<file path="src/rtl/slt_pkg.sv">
// shared types, character codes and helper functions of the script line tokenizer
package slt_pkg;

	localparam int MAX_ROW_DEF = 1024;

	typedef enum logic [2:0] {
		TK_IGNORE = 3'd0,
		TK_EOL    = 3'd1,
		TK_EOR    = 3'd2,
		TK_NAME   = 3'd3,
		TK_BOOL   = 3'd4,
		TK_NUMBER = 3'd5,
		TK_STRING = 3'd6
	} tok_kind_t;

	typedef enum logic [2:0] {
		M_IDLE    = 3'd0,
		M_NAME    = 3'd1,
		M_NUMBER  = 3'd2,
		M_NUMDOT  = 3'd3,
		M_SLASH   = 3'd4,
		M_COMMENT = 3'd5,
		M_STRING  = 3'd6,
		M_STRESC  = 3'd7
	} scan_mode_t;

	typedef struct packed {
		tok_kind_t   kind;
		logic [9:0]  start;
		logic [10:0] len;
	} token_t;

	// up to three tokens caused by one input item, lowest index first
	typedef struct packed {
		logic [1:0]       count;
		token_t [2:0]     tok;
	} token_group_t;

	localparam logic [7:0] CH_NUL    = 8'h00;
	localparam logic [7:0] CH_LF     = 8'h0a;
	localparam logic [7:0] CH_CR     = 8'h0d;
	localparam logic [7:0] CH_QUOTE  = 8'h22;
	localparam logic [7:0] CH_DOT    = 8'h2e;
	localparam logic [7:0] CH_SLASH  = 8'h2f;
	localparam logic [7:0] CH_BSLASH = 8'h5c;
	localparam logic [7:0] CH_USCORE = 8'h5f;
	localparam logic [7:0] CH_T      = 8'h74;
	localparam logic [7:0] CH_F      = 8'h66;

	localparam logic [31:0] WORD_TRUE  = "true";
	localparam logic [39:0] WORD_FALSE = "false";

	// bool match progress: prefix of true in 1..4, prefix of false in 5..9
	localparam logic [3:0] BM_NONE       = 4'd0;
	localparam logic [3:0] BM_TRUE_1     = 4'd1;
	localparam logic [3:0] BM_TRUE_DONE  = 4'd4;
	localparam logic [3:0] BM_FALSE_1    = 4'd5;
	localparam logic [3:0] BM_FALSE_DONE = 4'd9;

	function automatic logic is_letter(input logic [7:0] b);
		return (b >= "a" && b <= "z") || (b >= "A" && b <= "Z");
	endfunction

	function automatic logic is_digit(input logic [7:0] b);
		return b >= "0" && b <= "9";
	endfunction

	function automatic logic [3:0] bool_next(input logic [3:0] s, input logic [7:0] b);
		logic [3:0] r;
		logic [3:0] i;
		r = BM_NONE;
		i = s - BM_TRUE_DONE;
		if (s >= BM_TRUE_1 && s < BM_TRUE_DONE) begin
			if (b == WORD_TRUE[8*(3-s) +: 8])
				r = s + 4'd1;
		end else if (s >= BM_FALSE_1 && s < BM_FALSE_DONE) begin
			if (b == WORD_FALSE[8*(4-i) +: 8])
				r = s + 4'd1;
		end
		return r;
	endfunction

endpackage

</file>
<file path="src/rtl/slt_scan.sv">
// scan state registers and the per-byte token logic
module slt_scan #(
	parameter int MAX_ROW = slt_pkg::MAX_ROW_DEF
) (
	input  logic                 clk,
	input  logic                 arst_n,
	input  logic                 accept,
	input  logic                 kind,
	input  logic [7:0]           ch,
	output slt_pkg::token_group_t res
);
	import slt_pkg::*;

	localparam int CW = $clog2(MAX_ROW + 1);
	localparam int SW = $clog2(MAX_ROW);
	localparam int DW = CW + 1;
	localparam int LW = (DW > 11) ? DW : 11;
	localparam logic [CW-1:0] COL_MAX   = CW'(MAX_ROW);
	localparam logic [SW-1:0] START_MAX = SW'(MAX_ROW - 1);

	scan_mode_t    mode_q, mode_d;
	logic [CW-1:0] col_q, col_d;
	logic [SW-1:0] ts_q, ts_d;
	logic [3:0]    bm_q, bm_d;
	logic          re_q, re_d;

	logic [DW-1:0] c, tsx, dot;
	logic [1:0]    fl_n;
	token_t        fl0, fl1, ext;
	logic          do_flush, has_ext, fresh;
	token_t        t [3];
	logic [1:0]    n;

	function automatic logic [SW-1:0] sat(input logic [DW-1:0] v);
		return (v < DW'(MAX_ROW)) ? v[SW-1:0] : START_MAX;
	endfunction

	function automatic logic [DW-1:0] diff(input logic [DW-1:0] a, input logic [DW-1:0] b);
		return (a > b) ? a - b : '0;
	endfunction

	function automatic token_t mk(input tok_kind_t k, input logic [SW-1:0] st,
			input logic [DW-1:0] ln);
		token_t r;
		logic [LW-1:0] s;
		logic [LW-1:0] l;
		s = LW'(st);
		l = LW'(ln);
		r.kind  = k;
		r.start = s[9:0];
		r.len   = l[10:0];
		return r;
	endfunction

	assign c   = DW'(col_q);
	assign tsx = DW'(ts_q);
	assign dot = diff(c, DW'(1));

	// tokens that close whatever is open at the current column
	always_comb begin
		fl_n = 2'd0;
		fl0  = mk(TK_IGNORE, '0, '0);
		fl1  = mk(TK_IGNORE, '0, '0);
		case (mode_q)
			M_NAME: begin
				fl_n = 2'd1;
				fl0  = mk((bm_q == BM_TRUE_DONE || bm_q == BM_FALSE_DONE) ? TK_BOOL : TK_NAME,
					ts_q, diff(c, tsx));
			end
			M_NUMBER: begin
				fl_n = 2'd1;
				fl0  = mk(TK_NUMBER, ts_q, diff(c, tsx));
			end
			M_NUMDOT: begin
				// number, then the dot that did not join it
				fl_n = 2'd2;
				fl0  = mk(TK_NUMBER, ts_q, diff(dot, tsx));
				fl1  = mk(TK_IGNORE, sat(dot), DW'(1));
			end
			M_SLASH: begin
				fl_n = 2'd1;
				fl0  = mk(TK_IGNORE, ts_q, DW'(1));
			end
			M_COMMENT: begin
				fl_n = 2'd1;
				fl0  = mk(TK_EOL, ts_q, diff(c, tsx));
			end
			M_STRING, M_STRESC: begin
				fl_n = 2'd1;
				fl0  = mk(TK_STRING, ts_q, diff(c, tsx));
			end
			default: begin
				fl_n = 2'd0;
			end
		endcase
	end

	always_comb begin
		mode_d   = mode_q;
		col_d    = col_q;
		ts_d     = ts_q;
		bm_d     = bm_q;
		re_d     = re_q;
		do_flush = 1'b0;
		has_ext  = 1'b0;
		fresh    = 1'b0;
		ext      = mk(TK_IGNORE, '0, '0);
		if (accept) begin
			if (kind) begin
				if (!re_q) begin
					do_flush = 1'b1;
					has_ext  = 1'b1;
					ext      = mk(TK_EOR, sat(c), '0);
				end
				mode_d = M_IDLE;
				col_d  = '0;
				ts_d   = '0;
				bm_d   = BM_NONE;
				re_d   = 1'b0;
			end else if (!re_q) begin
				if (ch == CH_NUL) begin
					do_flush = 1'b1;
					has_ext  = 1'b1;
					ext      = mk(TK_EOR, sat(c), '0);
					mode_d   = M_IDLE;
					re_d     = 1'b1;
				end else begin
					case (mode_q)
						M_NAME: begin
							if (is_letter(ch) || is_digit(ch) || ch == CH_USCORE)
								bm_d = bool_next(bm_q, ch);
							else
								fresh = 1'b1;
						end
						M_NUMBER: begin
							if (ch == CH_DOT)
								mode_d = M_NUMDOT;
							else if (!is_digit(ch))
								fresh = 1'b1;
						end
						M_NUMDOT: begin
							if (is_digit(ch))
								mode_d = M_NUMBER;
							else
								fresh = 1'b1;
						end
						M_SLASH: begin
							if (ch == CH_SLASH)
								mode_d = M_COMMENT;
							else
								fresh = 1'b1;
						end
						M_COMMENT: begin
							if (ch == CH_LF || ch == CH_CR)
								fresh = 1'b1;
						end
						M_STRING: begin
							if (ch == CH_QUOTE) begin
								has_ext = 1'b1;
								ext     = mk(TK_STRING, ts_q, diff(c + DW'(1), tsx));
								mode_d  = M_IDLE;
							end else if (ch == CH_BSLASH) begin
								mode_d = M_STRESC;
							end
						end
						M_STRESC: begin
							mode_d = M_STRING;
						end
						default: begin
							fresh = 1'b1;
						end
					endcase
					if (fresh) begin
						do_flush = (mode_q != M_IDLE);
						mode_d   = M_IDLE;
						ts_d     = sat(c);
						if (ch == CH_LF || ch == CH_CR) begin
							has_ext = 1'b1;
							ext     = mk(TK_EOL, sat(c), DW'(1));
						end else if (is_letter(ch)) begin
							mode_d = M_NAME;
							bm_d   = (ch == CH_T) ? BM_TRUE_1 : (ch == CH_F) ? BM_FALSE_1 : BM_NONE;
						end else if (is_digit(ch)) begin
							mode_d = M_NUMBER;
						end else if (ch == CH_QUOTE) begin
							mode_d = M_STRING;
						end else if (ch == CH_SLASH) begin
							mode_d = M_SLASH;
						end else begin
							has_ext = 1'b1;
							ext     = mk(TK_IGNORE, sat(c), DW'(1));
						end
					end
					if (col_q < COL_MAX)
						col_d = col_q + CW'(1);
				end
			end
		end
	end

	// flushed tokens first, then the one the byte itself causes
	always_comb begin
		n    = do_flush ? fl_n : 2'd0;
		t[0] = fl0;
		t[1] = fl1;
		t[2] = mk(TK_IGNORE, '0, '0);
		if (has_ext) begin
			t[n] = ext;
			n    = n + 2'd1;
		end
		res.count  = n;
		res.tok[0] = t[0];
		res.tok[1] = t[1];
		res.tok[2] = t[2];
	end

	always_ff @(posedge clk or negedge arst_n) begin
		if (!arst_n) begin
			mode_q <= M_IDLE;
			col_q  <= '0;
			ts_q   <= '0;
			bm_q   <= BM_NONE;
			re_q   <= 1'b0;
		end else begin
			mode_q <= mode_d;
			col_q  <= col_d;
			ts_q   <= ts_d;
			bm_q   <= bm_d;
			re_q   <= re_d;
		end
	end

endmodule

</file>
<file path="src/rtl/slt_outbuf.sv">
// result register holding up to three tokens, drained one per cycle while the receiver is ready
module slt_outbuf (
	input  logic                  clk,
	input  logic                  arst_n,
	input  logic                  load,
	input  slt_pkg::token_group_t res,
	output logic                  ready,
	output logic                  out_valid,
	input  logic                  out_ready,
	output slt_pkg::token_t       out_tok,
	output logic                  out_last
);
	import slt_pkg::*;

	logic [1:0] cnt_q;
	token_t     slot_q [3];
	logic       pop;

	assign pop       = (cnt_q != 2'd0) && out_ready;
	assign ready     = (cnt_q == 2'd0) || ((cnt_q == 2'd1) && out_ready);
	assign out_valid = (cnt_q != 2'd0);
	assign out_tok   = slot_q[0];
	assign out_last  = (cnt_q == 2'd1);

	always_ff @(posedge clk or negedge arst_n) begin
		if (!arst_n) begin
			cnt_q <= 2'd0;
		end else if (load) begin
			cnt_q <= res.count;
		end else if (pop) begin
			cnt_q <= cnt_q - 2'd1;
		end
	end

	always_ff @(posedge clk) begin
		if (load) begin
			slot_q[0] <= res.tok[0];
			slot_q[1] <= res.tok[1];
			slot_q[2] <= res.tok[2];
		end else if (pop) begin
			slot_q[0] <= slot_q[1];
			slot_q[1] <= slot_q[2];
		end
	end

endmodule

</file>
<file path="src/rtl/script_line_tokenizer_core.sv">
// top level of the script line tokenizer
//
// input stream: one item per text byte of a row (tuser = 0, tdata = byte), then one
// end-of-row item (tuser = 1). a nul byte ends the row early; later bytes are dropped
// until the end-of-row item.
// output stream: one item per token, tdata = kind, start column, length; tlast marks
// the final token caused by one input item. an input item causes zero to three tokens.
// tokens that need lookahead (names, numbers, a lone slash) come out with the byte after
// them or with the row end.
// tokens caused by an item are on the output the cycle after it is accepted.
// one input item per cycle while each item causes at most one token and the
// receiver is ready; an item causing more tokens holds the input until its last token
// leaves, as the single output register drains one token per cycle when not stalled.
// a stalled receiver keeps the tokens in the result register; a new item is taken in the
// cycle the last held token leaves. reset empties the result register and returns the
// scanner to the start of a row at column zero.
module script_line_tokenizer_core #(
	parameter int MAX_ROW = slt_pkg::MAX_ROW_DEF
) (
	input  logic        clk,
	input  logic        arst_n,
	input  logic        s_tvalid,
	output logic        s_tready,
	input  logic [7:0]  s_tdata,  // [7:0] ch
	input  logic        s_tuser,  // [0] kind
	output logic        m_tvalid,
	input  logic        m_tready,
	output logic [23:0] m_tdata,  // [2:0] token_kind, [12:3] start_col, [23:13] length
	output logic        m_tlast
);
	import slt_pkg::*;

	logic         accept;
	token_group_t res;
	token_t       tok;

	assign accept = s_tvalid && s_tready;

	slt_scan #(
		.MAX_ROW(MAX_ROW)
	) u_scan (
		.clk   (clk),
		.arst_n(arst_n),
		.accept(accept),
		.kind  (s_tuser),
		.ch    (s_tdata),
		.res   (res)
	);

	slt_outbuf u_outbuf (
		.clk      (clk),
		.arst_n   (arst_n),
		.load     (accept),
		.res      (res),
		.ready    (s_tready),
		.out_valid(m_tvalid),
		.out_ready(m_tready),
		.out_tok  (tok),
		.out_last (m_tlast)
	);

	assign m_tdata = {tok.len, tok.start, tok.kind};

endmodule

</file>
<file path="config.mk">
export PLATFORM = sky130hd
export DESIGN_NAME = script_line_tokenizer_core
export DESIGN_NICKNAME = d
export VERILOG_FILES = /design/src/rtl/slt_pkg.sv /design/src/rtl/slt_scan.sv /design/src/rtl/slt_outbuf.sv /design/src/rtl/script_line_tokenizer_core.sv
export SDC_FILE = /design/constraint.sdc
export NUM_CORES = 1
export LEC_CHECK = 0
export BUFFER_PORTS_ARGS = -buffer_cell sky130_fd_sc_hd__buf_2
export CAP_MARGIN = 0
export CORE_MARGIN = 8
export CORE_UTILIZATION = 60
export CTS_CLUSTER_SIZE = 8
export DETAILED_ROUTE_END_ITERATION = 7
export HOLD_SLACK_MARGIN = 0.02
export PLACE_DENSITY = 0.78
export SLEW_MARGIN = 20
export SYNTH_ARGS = -nofsm -noshare
export SYNTH_HDL_FRONTEND = slang
export SYNTH_SLANG_ARGS = --single-unit
</file>
<file path="constraint.sdc">
create_clock -name clk -period 4.4 [get_ports clk]
set_clock_uncertainty 0.1 [all_clocks]
set_input_delay 0 -clock clk [delete_from_list [all_inputs] [get_ports clk]]
set_output_delay 0 -clock clk [all_outputs]
set_load 0.1 [all_outputs]
</file>
# Word level (Yosys, flattened, before mapping)
# Memory sizes are Yosys's and may differ from the RTL's.
# Index checks and enable logic that the tools add are counted.
dict set report word_totals {
  ff_bits 31
  ram_bits 72
  in_bits 13
  n_memories 1
}
dict set report classes {
  add_sub_neg 12
  n_lt_le_gt_ge 19
  eq_ne 27
  shift 2
  mux 106
  bitwise 3
  n_reduce_logical 29
}
# memory words width read_ports rd_clocked_by_memory_dff wr line_no
set mem_list {}
lappend mem_list {u_outbuf.slot_q 3 24 3 0 3 slt_outbuf.sv:16} ;# token_t slot_q [3];
# operator n
set ops {}
lappend ops {{24-bit two-way mux} 15}
lappend ops {{24-bit one-hot mux with 6 select lines} 1}
lappend ops {{11-bit two-way mux} 7}
lappend ops {{72-bit bitwise mux} 1}
lappend ops {{72-bit two-way mux} 1}
lappend ops {{10-bit two-way mux} 6}
lappend ops {{4-bit two-way mux} 13}
lappend ops {{24-bit demux with 2-bit select} 1}
lappend ops {{3-bit two-way mux} 16}
lappend ops {{40-bit by 33-bit indexed part select with 8-bit output (first input constant)} 1}
lappend ops {{1-bit two-way mux} 35}
lappend ops {{32-bit by 33-bit indexed part select with 8-bit output (first input constant)} 1}
lappend ops {{11-bit by 10-bit subtractor with 11-bit output} 3}
lappend ops {{8-bit by 7-bit equality test with 1-bit output (second input constant)} 4}
lappend ops {{8-bit by 6-bit equality test with 1-bit output (second input constant)} 3}
lappend ops {{12-bit by 10-bit greater-than comparator with 1-bit output} 2}
lappend ops {{23-bit two-way mux} 1}
lappend ops {{11-bit less-than comparator (second input constant)} 2}
lappend ops {{21-bit two-way mux} 1}
lappend ops {{8-bit by 4-bit equality test with 1-bit output (second input constant)} 2}
lappend ops {{8-bit equality test} 2}
lappend ops {{8-bit by 7-bit greater-or-equal comparator with 1-bit output (second input constant)} 2}
lappend ops {{8-bit by 7-bit less-or-equal comparator with 1-bit output (second input constant)} 2}
lappend ops {{5-bit by 2-bit inequality test with 1-bit output (second input constant)} 3}
lappend ops {{other kinds (47)} 73}

# Depth between registers and ports, before layout
dict set report depth {
  ltp_word 25
  ltp_mapped 19
}

# Cells and area by module
# A second synthesis with hierarchy kept.
dict set report unflattened {
  hier_cells 917
  hier_area_um2 8353.0
}
# module n_inst cells_per_inst area_per_inst_um2
set by_module_without_submodules {}
lappend by_module_without_submodules {slt_scan 1 748 5246.3}
lappend by_module_without_submodules {slt_outbuf 1 168 3100.5}
lappend by_module_without_submodules {script_line_tokenizer_core 1 1 6.3}

# Least setup slack after synthesis
# No wires, ideal clock.
dict set report synth_path {
  path_type {flip-flop to flip-flop}
  startpoint {reg u_outbuf.cnt_q[1]}
  endpoint {mem u_outbuf.slot_q[0][2] (netlist bit), data pin}
  setup_time_ns 0.256
  t_arrival_ns 3.749
  t_required_ns 4.044
  path_slack_ns 0.294
  path_stages_with_launch 12
  period_less_slack_ns 4.106
  path_cell_list {dfrtp_1 -> inv_1 -> ha_1 -> a21o_1 -> nand3_1 -> a211oi_1 -> inv_1 -> ha_1 -> o311ai_2 -> buf_2 -> o221ai_1 -> a22o_1}
}
# element line_no
set synth_lines {}
lappend synth_lines {{start, declared} slt_outbuf.sv:15} ;# logic [1:0] cnt_q;
lappend synth_lines {{start signal, assigned} slt_outbuf.sv:29} ;# cnt_q <= res.count;
lappend synth_lines {{start signal, assigned} slt_outbuf.sv:31} ;# cnt_q <= cnt_q - 2'd1;
lappend synth_lines {{end, declared} slt_outbuf.sv:16}

==> impl_metrics.yaml <==
logic_synthesis:
  syn_nets: 1042
  ys_types: 92
  syn-cell-area_mm2: 0.00838
  synth_flop_cell: "edfxtp_1"
  async_flop_share: 0.301
  ys_warn_count: 0
  seq_area_frac_synth: 0.350
  ys_seq_elements: 103
  synth_edf_count: 72
  syn_inst: 978
  syn_area_per_cell_um2: 8.57
routing:
  vias_per_cell: 6.43
  detail-route-antenna-nets: 0
  routed_wl_um: 22700
  wl_per_cell_um: 19.5
  met1Wirelength_um: 9890
  route.met3.wl_um: 2070
  post-route-drc-count: 0
  met2WireLength_um: 10200
  first_iter_violations: 857
  top_layer: "met4"
  vias: 7484
  drt_pass1_iterations: 6
cts:
  postCtsSetupRepairBufs: 0
  cts_hold_buffers: 3
  clk_pin_slew_worst_paths_ns: 0.07
  clkLatencyLatePin_ns: 0.36
  cts_resized: 0
  cts_max_path_buffers: 2
  cts-root-buf: "clkbuf_16"
  cts_made_buffers: 9
  cts_tree: "built"
  cts.sinks: 103
  cts-htree-levels: 3
sta:
  hold_ws_ns: 0.0433
  hold_violations: 0
  finalCriticalPeriod_ns: 4.09
  final-setup-viol-count: 0
  finalCritPeriodShare: 0.929
  worst_pin_slew_ns: 0.875
  maxSlewHeadroom: 0.401
  fmax_ghz: 0.245
  rsz0062_at_grt: "false"
  setup_tns_ns: 0
  slew_violations: 0
  worst_slack_ns: 0.315
power_and_ir_drop:
  pwr-share-seq: 0.236
  clkPwrFrac: 0.121
  power_density_mw_per_mm2: 758
  power_switching_mw: 3.54
  combPwrFrac: 0.643
  power.total_mw: 6.76
  p_int_mw: 3.23
  power.leakage_nw: 3.46
  ir_drop_uv: 300
  swShare: 0.523
layout:
  syn_to_final_growth_pct: 6.40
  fill_cells: 1162
  utilization: 0.648
  final_cell_mix: "nor2_1 (103), nand2_1 (102), edfxtp_1 (72)"
  fin_nets: 1043
  drive_gt1_frac: 0.123
  multi_input_area_mm2: 0.00485
  diodes: 0
  regArea_mm2: 0.00294
  final_common_cell: "nor2_1"
  postLayoutCellArea_mm2: 0.00892
  stdcell_count: 1164
place:
  place_area_mm2: 0.00859
  portBuffers: 39
  gp_congestion: 0.938
  pre_cts_ws_ns: 0.419
  dp_cells: 1145
  hpwl_um: 17000
die:
  core_mm2: 0.0138
  core.rowCount: 43
  chipHeight_um: 134
  die_w_um: 134
  start_util: 0.609
  pin_count: 40
  die_area_mm2: 0.0180
worst_setup_path:
  r2r-start: "u_scan.col_q[0]"
  rr_endpoint: "u_outbuf.slot_q[0][5]"
  crit_top_cell: "a21oi_1"
  cp.arrival_ns: 4.08
  cpPeakStageDelay_ns: 0.53
  worstPathCellList: "inv_1 > ha_1 > or4b_1 > or3_1 > a21oi_1 > ha_1 > nand4_1 > a21oi_1 > nor3_1 > o21a_1 > a2bb2oi_1 > buf_4 > o31ai_1 > o2bb2ai_1 > a21oi_1"
  crit_fanout: 9
  ff2ff_path_depth: 15
  critPathCaptureType: "flop"
  critPathSlowestCell: "or4b_1"
  start_kind: "flop"
  critPathRequiredTime_ns: 4.39
  cp_top_family: "simple AND/OR/NAND/NOR gates"
  path_buf_inv: 2
  critPathKind: "reg2reg"
  rrSetupSlack_ns: 0.31
grt:
  overflow: 0
  grt_pass1_wl_um: 37000
  grt_max_degree: 43
  antenna_found_initial: 0
  grt_pass1_vias: 6913
  grt_usage: 0.255
min_path:
  hold_path_end: "u_scan.bm_q[2]"
  worstHoldStart: "s_tdata[5]"
  hold_path_depth: 5
  hold_path.class: "in2reg"
run_status:
  status: "complete, no violations"
job:
  maxCapViolations: 0
state kept, by name, indices dropped and copies added (netlist names):
register and count:
u_outbuf.slot_q 72, u_scan.ts_q 10, u_outbuf.cnt_q 2, u_scan.col_q 11, u_scan.bm_q 4, u_scan.re_q 1
u_scan.mode_q 3
worst max-delay path by stage:
stage,from,end,depth (start not counted),slack (ns)
after detailed placement,u_scan.col_q[4],u_outbuf.slot_q[0][5],16,0.42
after floorplan,u_outbuf.cnt_q[1],u_outbuf.slot_q[0][2],11,0.29
after global routing,u_scan.col_q[0],u_outbuf.slot_q[0][5],15,0.06
after global placement,u_scan.col_q[4],u_outbuf.slot_q[0][5],16,0.53
final,u_scan.col_q[0],u_outbuf.slot_q[0][5],15,0.31
after CTS,u_scan.col_q[4],u_outbuf.slot_q[0][5],16,0.40
cells by family after synthesis:
family / synth area share
adder cells (fa/ha/maj): 0.0788
AND/OR/NAND/NOR: 0.210
AO/OA/AOI/OAI: 0.231
multiplexers: 0.0130
flip-flops: 0.350
XOR/XNOR: 0.0449
buffers and inverters: 0.0724
synthesized netlist by cell type (7+ instances only):
library cell / count / share of area
o21a_1: 16 / 0.014
o31ai_1: 8 / 0.0072
and3_1: 10 / 0.0075
nand2b_1: 15 / 0.011
nor3_1: 23 / 0.014
nor2_1: 104 / 0.047
buf_2: 16 / 0.0096
nand4_1: 8 / 0.0060
dfrtp_1: 31 / 0.093
buf_4: 27 / 0.024
a31oi_1: 33 / 0.025
or2_2: 9 / 0.0067
nand2_1: 103 / 0.046
nand3_1: 28 / 0.017
xor2_1: 18 / 0.019
o21ai_0: 67 / 0.040
a211oi_1: 8 / 0.0072
clkbuf_1: 33 / 0.015
a21o_1: 12 / 0.011
ha_1: 48 / 0.072
xnor2_1: 25 / 0.026
a22oi_1: 10 / 0.0090
nand3b_1: 7 / 0.0063
o211ai_1: 16 / 0.014
edfxtp_1: 72 / 0.26
inv_1: 48 / 0.021
a21oi_1: 49 / 0.029
or3_1: 8 / 0.0060
a22o_1: 8 / 0.0084
power groups by stage:
stage               Clock (mW)  Combinational [mW]  Sequential [mW]
finish                   0.818                4.35             1.60
global route             0.845                4.66             1.63
CTS                      0.815                4.28             1.60
detailed placement           0                4.25             1.62
global placement             0                4.23             1.61
floorplan                    0                3.53             1.57
per-layer routing:
metal	vias to the layer above	GRT usage
met4	0	0.0817
met2	355	0.382
li1	3535	-
met5	-	0
met1	3547	0.358
met3	47	0.0565
worst reg2reg max path, cell delays in order, from the launching register on:
cell and delay, ns:
dfrtp_1 0.38, inv_1 0.08, ha_1 0.22, or4b_1 0.53, or3_1 0.33, a21oi_1 0.27
ha_1 0.36, nand4_1 0.15, a21oi_1 0.06, nor3_1 0.29, o21a_1 0.22, a2bb2oi_1 0.29
buf_4 0.23, o31ai_1 0.09, o2bb2ai_1 0.15, a21oi_1 0.08
layout make-up:
type	count	share of cell area
clock inverter	6	0.00673
clock buffer	10	0.0268
timing repair buffer	68	0.0471
multi-input combinational	748	0.544
tap	180	0.0252
inverter	49	0.0206
sequential	103	0.329
Note: power is estimated with default switching activity, not from simulation.
